File: config.mk
export PLATFORM = sky130hd
export DESIGN_NAME = zero_run_visibility_decoder_top
export DESIGN_NICKNAME = d
export VERILOG_FILES = /design/src/zrv_pkg.sv /design/src/zrv_pack_unit.sv /design/src/zero_run_visibility_decoder_top.sv
export SDC_FILE = /design/constraint.sdc
export NUM_CORES = 1
export LEC_CHECK = 0
export BUFFER_PORTS_ARGS = -buffer_cell sky130_fd_sc_hd__buf_2
export CAP_MARGIN = 20
export CORE_MARGIN = 8
export CORE_UTILIZATION = 30
export CTS_CLUSTER_SIZE = 30
export DETAILED_ROUTE_END_ITERATION = 10
export GPL_ROUTABILITY_DRIVEN = 0
export PLACE_DENSITY = 0.48
export SYNTH_ARGS = -nofsm -noshare
export SYNTH_HDL_FRONTEND = slang
export SYNTH_SLANG_ARGS = --single-unit
File: constraint.sdc
create_clock -name clk -period 7.08 [get_ports clk]
set_input_delay 1.416 -clock clk [delete_from_list [all_inputs] [get_ports clk]]
set_output_delay 1.416 -clock clk [all_outputs]
set_load 0.03 [all_outputs]
File: src/zrv_pkg.sv
// Shared types and constants for the zero-run visibility decoder.
`default_nettype none

package zrv_pkg;

	// Bytes in one packed output word
	localparam int unsigned WORD_BYTES = 8;

	// Sequencer states, one-hot
	typedef enum logic [2:0] {
		ST_IDLE   = 3'b001,
		ST_DECODE = 3'b010,
		ST_RUN    = 3'b100
	} seq_state_t;

	// Result of one packing step
	typedef struct packed {
		logic [3:0] take;  // bytes added this step
		logic [3:0] fill;  // bytes in the word after the step
		logic       emit;  // word leaves this step
		logic       done;  // row is complete after the step
	} pack_res_t;

endpackage

`default_nettype wire

File: src/zrv_pack_unit.sv
// Shared packing unit: adds up to one word's worth of bytes to the assembly word.
`default_nettype none

module zrv_pack_unit #(
	parameter int ROW_W = 11
) (
	input  wire logic [63:0]      word,
	input  wire logic [2:0]       fill_cur,
	input  wire logic [ROW_W-1:0] row_cnt,
	input  wire logic [ROW_W-1:0] row_len,
	input  wire logic [7:0]       byte_cnt,
	input  wire logic [7:0]       byte_val,
	output zrv_pkg::pack_res_t    res,
	output logic [63:0]           word_next,
	output logic [ROW_W-1:0]      row_cnt_next
);

	localparam int SW = (ROW_W > 4) ? ROW_W : 4;

	logic [3:0]  space;
	logic [3:0]  take;
	logic [3:0]  fill;
	logic [SW-1:0] row_sum;

	// Take as many bytes as the word has room for, at most byte_cnt
	always_comb begin
		space = 4'(zrv_pkg::WORD_BYTES) - {1'b0, fill_cur};
		if (byte_cnt < {4'b0000, space}) begin
			take = byte_cnt[3:0];
		end else begin
			take = space;
		end
		fill = {1'b0, fill_cur} + take;
		row_sum = SW'(row_cnt) + SW'(take);
		row_cnt_next = row_sum[ROW_W-1:0];
		word_next = word | (64'(byte_val) << {fill_cur, 3'b000});
		res.take = take;
		res.fill = fill;
		res.done = (row_sum[ROW_W-1:0] >= row_len);
		res.emit = fill[3] | res.done;
	end

endmodule

`default_nettype wire

File: src/zero_run_visibility_decoder_top.sv
// Zero-run visibility row decoder: byte sequencer, packing unit and output register.
//
//  channel | signals                                           | dir
//  --------+---------------------------------------------------+-----
//  in      | in_valid, in_stall, vis_byte, row_start           | in
//  out     | out_valid, out_stall, pvs_word, valid_bytes,      | out
//          | row_done, run_clipped                             |
//  cfg     | cfg_we, cfg_wdata (num_leaves)                    | in
//
// A literal, a zero marker or a byte past the row end passes through accept, then decode.
// A run count passes through accept, decode and then the packing steps of the run; each step of the
// shared packing unit fills the assembly word up to its end or the row end, so a
// 255-byte run needs at most 33 steps. A stalled output register holds a step.
// Reset opens a row with num_leaves = 8192; no item is taken while a step is in flight.
`default_nettype none

module zero_run_visibility_decoder_top #(
	parameter int MAX_LEAVES = 8192
) (
	input  wire logic        clk,
	input  wire logic        arst_n,
	input  wire logic        in_valid,
	output logic             in_stall,
	input  wire logic [7:0]  vis_byte,
	input  wire logic        row_start,
	output logic             out_valid,
	input  wire logic        out_stall,
	output logic [63:0]      pvs_word,
	output logic [3:0]       valid_bytes,
	output logic             row_done,
	output logic             run_clipped,
	input  wire logic        cfg_we,
	input  wire logic [13:0] cfg_wdata
);

	localparam int MAX_ROW = (MAX_LEAVES + 7) / 8;
	localparam int RW      = $clog2(MAX_ROW + 1);
	localparam int LW      = $clog2(MAX_LEAVES + 1);
	localparam int CW      = (LW > 14) ? LW : 14;
	localparam int EW      = (RW > 8) ? RW : 8;

	zrv_pkg::seq_state_t state_q;

	logic [13:0]   num_leaves_q;
	logic          expect_q;
	logic [63:0]   word_q;
	logic [2:0]    fill_q;
	logic [RW-1:0] row_cnt_q;
	logic          finished_q;
	logic [7:0]    byte_q;
	logic [7:0]    run_left_q;
	logic          clip_q;
	logic          out_valid_q;

	logic [CW-1:0] leaves_c;
	logic [CW:0]   leaves_sum;
	logic [RW-1:0] row_len;
	logic [RW-1:0] row_rem;
	logic [EW-1:0] rem_e;
	logic [EW-1:0] byte_e;

	logic                 in_run;
	logic [7:0]           pack_cnt;
	logic [7:0]           pack_byte;
	zrv_pkg::pack_res_t   pack_res;
	logic [63:0]          pack_word;
	logic [RW-1:0]        pack_row_cnt;

	logic accept;
	logic out_free;
	logic row_full;
	logic is_literal;
	logic do_commit;
	logic do_flush;
	logic out_load;

	// Clamp the leaf count and derive the row length in bytes
	always_comb begin
		leaves_c = CW'(num_leaves_q);
		if (leaves_c == '0) begin
			leaves_c = CW'(1);
		end else if (leaves_c > CW'(MAX_LEAVES)) begin
			leaves_c = CW'(MAX_LEAVES);
		end
		leaves_sum = {1'b0, leaves_c} + (CW + 1)'(7);
		row_len = RW'(leaves_sum >> 3);
		row_rem = row_len - row_cnt_q;
		rem_e = EW'(row_rem);
		byte_e = EW'(byte_q);
	end

	// Feed the packing unit: one literal byte, or a chunk of run zeros
	assign in_run    = (state_q == zrv_pkg::ST_RUN);
	assign pack_cnt  = in_run ? run_left_q : 8'd1;
	assign pack_byte = in_run ? 8'd0 : byte_q;

	zrv_pack_unit #(
		.ROW_W (RW)
	) u_pack (
		.word         (word_q),
		.fill_cur     (fill_q),
		.row_cnt      (row_cnt_q),
		.row_len      (row_len),
		.byte_cnt     (pack_cnt),
		.byte_val     (pack_byte),
		.res          (pack_res),
		.word_next    (pack_word),
		.row_cnt_next (pack_row_cnt)
	);

	// Step control
	always_comb begin
		accept     = (state_q == zrv_pkg::ST_IDLE) && in_valid;
		out_free   = !out_valid_q || !out_stall;
		row_full   = (row_cnt_q >= row_len);
		is_literal = !finished_q && !row_full && !expect_q && (byte_q != 8'd0);
		do_flush   = (state_q == zrv_pkg::ST_DECODE) && !finished_q && row_full
			&& (fill_q != 3'd0) && out_free;
		do_commit  = (((state_q == zrv_pkg::ST_DECODE) && is_literal)
			|| (in_run && (run_left_q != 8'd0)))
			&& (!pack_res.emit || out_free);
		out_load   = do_flush || (do_commit && pack_res.emit);
	end

	assign in_stall = (state_q != zrv_pkg::ST_IDLE);

	// Sequencer and row state
	always_ff @(posedge clk or negedge arst_n) begin
		if (!arst_n) begin
			state_q      <= zrv_pkg::ST_IDLE;
			num_leaves_q <= 14'd8192;
			expect_q     <= 1'b0;
			word_q       <= '0;
			fill_q       <= '0;
			row_cnt_q    <= '0;
			finished_q   <= 1'b0;
			byte_q       <= '0;
			run_left_q   <= '0;
			clip_q       <= 1'b0;
		end else begin
			if (cfg_we) begin
				num_leaves_q <= cfg_wdata;
			end
			// Advance the assembly word on a packing step
			if (do_commit) begin
				row_cnt_q <= pack_row_cnt;
				if (pack_res.emit) begin
					word_q     <= '0;
					fill_q     <= '0;
					finished_q <= pack_res.done;
				end else begin
					word_q <= pack_word;
					fill_q <= pack_res.fill[2:0];
				end
			end
			case (state_q)
				zrv_pkg::ST_IDLE: begin
					if (accept) begin
						byte_q <= vis_byte;
						if (row_start) begin
							expect_q   <= 1'b0;
							word_q     <= '0;
							fill_q     <= '0;
							row_cnt_q  <= '0;
							finished_q <= 1'b0;
						end
						state_q <= zrv_pkg::ST_DECODE;
					end
				end
				zrv_pkg::ST_DECODE: begin
					if (finished_q) begin
						state_q <= zrv_pkg::ST_IDLE;
					end else if (row_full) begin
						// Close a row that a shorter length has overrun
						expect_q <= 1'b0;
						if (fill_q == 3'd0) begin
							finished_q <= 1'b1;
							state_q    <= zrv_pkg::ST_IDLE;
						end else if (do_flush) begin
							word_q     <= '0;
							fill_q     <= '0;
							finished_q <= 1'b1;
							state_q    <= zrv_pkg::ST_IDLE;
						end
					end else if (expect_q) begin
						// Start a run, cut at the row end
						expect_q <= 1'b0;
						if (byte_e > rem_e) begin
							run_left_q <= rem_e[7:0];
							clip_q     <= 1'b1;
						end else begin
							run_left_q <= byte_q;
							clip_q     <= 1'b0;
						end
						state_q <= zrv_pkg::ST_RUN;
					end else if (byte_q == 8'd0) begin
						expect_q <= 1'b1;
						state_q  <= zrv_pkg::ST_IDLE;
					end else if (do_commit) begin
						state_q <= zrv_pkg::ST_IDLE;
					end
				end
				zrv_pkg::ST_RUN: begin
					if (run_left_q == 8'd0) begin
						state_q <= zrv_pkg::ST_IDLE;
					end else if (do_commit) begin
						run_left_q <= run_left_q - {4'b0000, pack_res.take};
					end
				end
				default: begin
					state_q <= zrv_pkg::ST_IDLE;
				end
			endcase
		end
	end

	// Hold the output request until taken
	always_ff @(posedge clk or negedge arst_n) begin
		if (!arst_n) begin
			out_valid_q <= 1'b0;
		end else if (out_load) begin
			out_valid_q <= 1'b1;
		end else if (!out_stall) begin
			out_valid_q <= 1'b0;
		end
	end

	// Output payload
	always_ff @(posedge clk) begin
		if (out_load) begin
			if (do_flush) begin
				pvs_word    <= word_q;
				valid_bytes <= {1'b0, fill_q};
				row_done    <= 1'b1;
				run_clipped <= 1'b0;
			end else begin
				pvs_word    <= pack_word;
				valid_bytes <= pack_res.fill;
				row_done    <= pack_res.done;
				run_clipped <= in_run && clip_q && pack_res.done;
			end
		end
	end

	assign out_valid = out_valid_q;

endmodule

`default_nettype wire

==> flow_summary.toml <==
[routing]
drc = 0
dr.pass1.iters = 5
wl_per_cell_microns = 19.75
wirelength_microns = 27830
via_per_inst = 5.040
drt-initial-drc-count = 426
vias = 7101
drtAntennaViolNets = 0

[clocking]
cts_num_sinks = 185
cts_tree = "done"
clk_latency_ns = 0.45
cts_resized = 0
cts_buffers = 17
h-tree-depth = 4
cts_setup_buffers = 0
path_clk_slew_ns = 0.08
clockRootBuffer = "clkbuf_16"
cts_hold_buf = 0
ctsLongestPathBuffers = 2

[power]
ir_worst_vdd_uv = 198.1
total_power_mw = 3.860
p_leak_nw = 5.310
powerDensity_mw_per_mm2 = 340.4

[synthesis]
ys_seq_elements = 185
ys_seq_area_share_pct = 51.31
synth.avg_cell_area_sq_um = 10.95
synth_top_family_by_area = "compound AO/OA/AOI/OAI gates"
synthArstFlopShare_pct = 62.16
synth_xor_area_share_pct = 1.985
syn_area_sq_mm = 0.009709
synthDistinctLibCells = 72
yosys.area_share.simple_pct = 13.92
muxShareOfSynthArea_pct = 3.673
synth_compound_area_share_pct = 18.49
synth_area_leaders = "dfrtp_1 (29%), edfxtp_1 (22%), ha_1 (6.1%)"
synthAdderAreaFrac_pct = 6.881
synthFlopType = "dfrtp_1"
synth_edf_count = 70
yosysWarnings = 0
syn_inst = 887
yosysTopAreaCellShare_pct = 29.12
syn-num-nets = 966
synth_top_cell_by_area = "dfrtp_1"

[sta]
worst_slack_ns = 0.6322
fin_crit_ns = 6.448
hold_violations = 0
rsz0062_at_grt = "no"
fmax_mhz = 155.1
finalCritPeriodShare_pct = 91.07
max-slew-margin-rel_pct = 30.38
fin_setup_tns_ns = 0
maxSlewViolCount = 0
whs_ns = 0.4952
skew_ns = 0.01778
setup_viol_count_final = 0
worstMarginPinSlew_ns = 1.040

[worst_setup_path]
critical_path_class = "register to register"
cp_slowest_stage_delay_ns = 0.55
crit_top_cell = "ha_1"
crit_fanout = 32
setup.worst_path.end_class = "register"
critPathRequiredTime_ns = 7.46
critPathBufInv = 4
startpoint_type = "register"
critPathTopFamily = "compound AO/OA/AOI/OAI gates"
cpMaxStageDelayCell = "dfrtp_1"
arrival_ns = 6.83

[global_routing]
antenna_found_initial = 0
globalRouteOverflowTotal = 0
grt_pass1_vias = 7219
grt_pass1_wl_microns = 43430
track_usage_pct = 14.60
grt_max_degree = 75

[layout]
area_delta_synth_final_pct = 16.79
ff_latch_area_sq_mm = 0.004982
diodes = 0
fin_nets = 1067
multi_input_area_sq_mm = 0.004382
drive_gt1_share_pct = 18.98
n_fill_cell = 3260

[place]
portBuffers = 99
post-place-ws_ns = 0.4450
dpl.hpwl_microns = 19690

[die]
die_h_microns = 195.9
dieArea_sq_mm = 0.03838
start_util_pct = 30.15
die_w_microns = 195.9
io_pins = 100
core_area_sq_mm = 0.03221
rows = 66

[outcome]
outcome = "finished clean"

[worst_hold_path]
hold_class = "register to register"

[run]
maxCapViolCount = 0
worst reg2reg max path, delay by kind of cell, from the launching register on:
kind | cells | cell delay [ns]
compound gates | 10 | 2.51
buf+inv | 4 | 0.72
xor+xnor | 1 | 0.10
flops | 1 | 0.55
fa+ha+maj | 5 | 1.22
simple gates | 8 | 1.27
where the power goes:
| group | internal (mW) | leakage (nW) | switching (mW) |
|---|---|---|---|
| registers | 1.26 | 2.20 | 0.106 |
| clock network | 0.558 | 0.309 | 0.476 |
| logic | 0.497 | 2.80 | 0.966 |
| total | 2.31 | 5.31 | 1.55 |
state kept, by name, summed over array words and instances, names as in the netlist:
| register | flops |
|---|---|
| row_cnt_q | 11 |
| clip_q | 1 |
| run_left_q | 8 |
| byte_q | 8 |
| state_q | 3 |
| fill_q | 3 |
| row_done | 1 |
| run_clipped | 1 |
| pvs_word | 64 |
| finished_q | 1 |
| num_leaves_q | 14 |
| valid_bytes | 4 |
| word_q | 64 |
| expect_q | 1 |
| out_valid | 1 |
routing by layer:
| layer | global-route usage (%) | wire (microns) | vias to the layer above | part of all wire, % |
|---|---|---|---|---|
| li1 | - | - | 3455 | - |
| met1 | 19.24 | 13310 | 3505 | 48 |
| met2 | 23.94 | 13030 | 123 | 47 |
| met3 | 3.170 | 1070 | 18 | 3.8 |
| met4 | 3.930 | 414 | 0 | 1.5 |
| met5 | 0 | 0 | - | 0 |
synthesized netlist by cell type, types with 5 or more instances:
| cell | number |
|---|---|
| a31oi_1 | 6 |
| or3_1 | 9 |
| clkbuf_1 | 13 |
| edfxtp_1 | 70 |
| nand4_1 | 5 |
| nor4_1 | 7 |
| o21ai_0 | 21 |
| xor2_1 | 8 |
| and3_1 | 5 |
| o211ai_1 | 7 |
| xnor2_1 | 14 |
| nor3b_1 | 5 |
| buf_6 | 6 |
| nand2b_1 | 9 |
| o21a_1 | 69 |
| a21oi_1 | 30 |
| dfrtp_1 | 113 |
| nor3_1 | 74 |
| ha_1 | 47 |
| nand3_1 | 22 |
| a21o_1 | 76 |
| and2_1 | 8 |
| o21ai_1 | 7 |
| buf_2 | 11 |
| mux2_2 | 19 |
| nand2_1 | 50 |
| inv_1 | 46 |
| nor2_1 | 52 |
| mux2i_1 | 12 |
worst paths after layout:
check | from | to | slack [ns] | cells after the start
min in group asynchronous | arst_n | num_leaves_q[4] | 1.03 | 1
worst min-delay path | word_q[1] | word_q[1] | 0.50 | 1
worst min register to register | word_q[1] | word_q[1] | 0.50 | 1
worst max register to register | fill_q[0] | word_q[22] | 0.63 | 28
worst max-delay path | fill_q[0] | word_q[22] | 0.63 | 28
max in group asynchronous | arst_n | word_q[7] | 4.72 | 2
metrics by stage:
stage          area (sq um)  utilization (%)  instances
2_1_floorplan          9709                -        887
3_3_place_gp          10680            33.16       1375
3_5_place_dp          10700            33.23       1377
4_1_cts               11330            35.18       1409
5_1_grt               11340            35.21       1409
6_report              11340            35.21       1409
kinds of logic (layout without fill, tap and decap cells):
family / count (synthesis) / after routing
AOI/OAI and AO/OA: 252 / 252
xor gates and xnor gates: 22 / 22
adders and majority gates: 51 / 51
and+or+nand+nor: 265 / 265
DFF: 185 / 185
muxes: 33 / 33
buffers and inverters: 79 / 193
cell usage in the layout, fill, tap and decap left out, drive strengths merged, types with 5 or more instances in the layout:
cell type  count
nand2b         9
buf          115
nor3b          7
nor4           9
o211ai         7
nand2         50
a31oi          7
edfxtp        70
and2           9
and3           5
dfrtp        113
clkbuf        19
inv           53
ha            47
a21o          76
xnor2         14
a21oi         32
nand3         23
o21a          69
mux2          21
nor3          74
a211oi         5
nor2          52
or3           10
xor2           8
o21ai         29
nand4          5
mux2i         12
final cells by class:
type | count | share of cell area [%]
tap | 408 | 4.502
clock buffer | 19 | 3.994
timing repair buffer | 115 | 5.848
inverter | 46 | 1.523
sequential | 185 | 43.94
multi-input combinational | 623 | 38.64
clock inverter | 13 | 1.556
No activity file was read; power rests on OpenSTA's default activity.
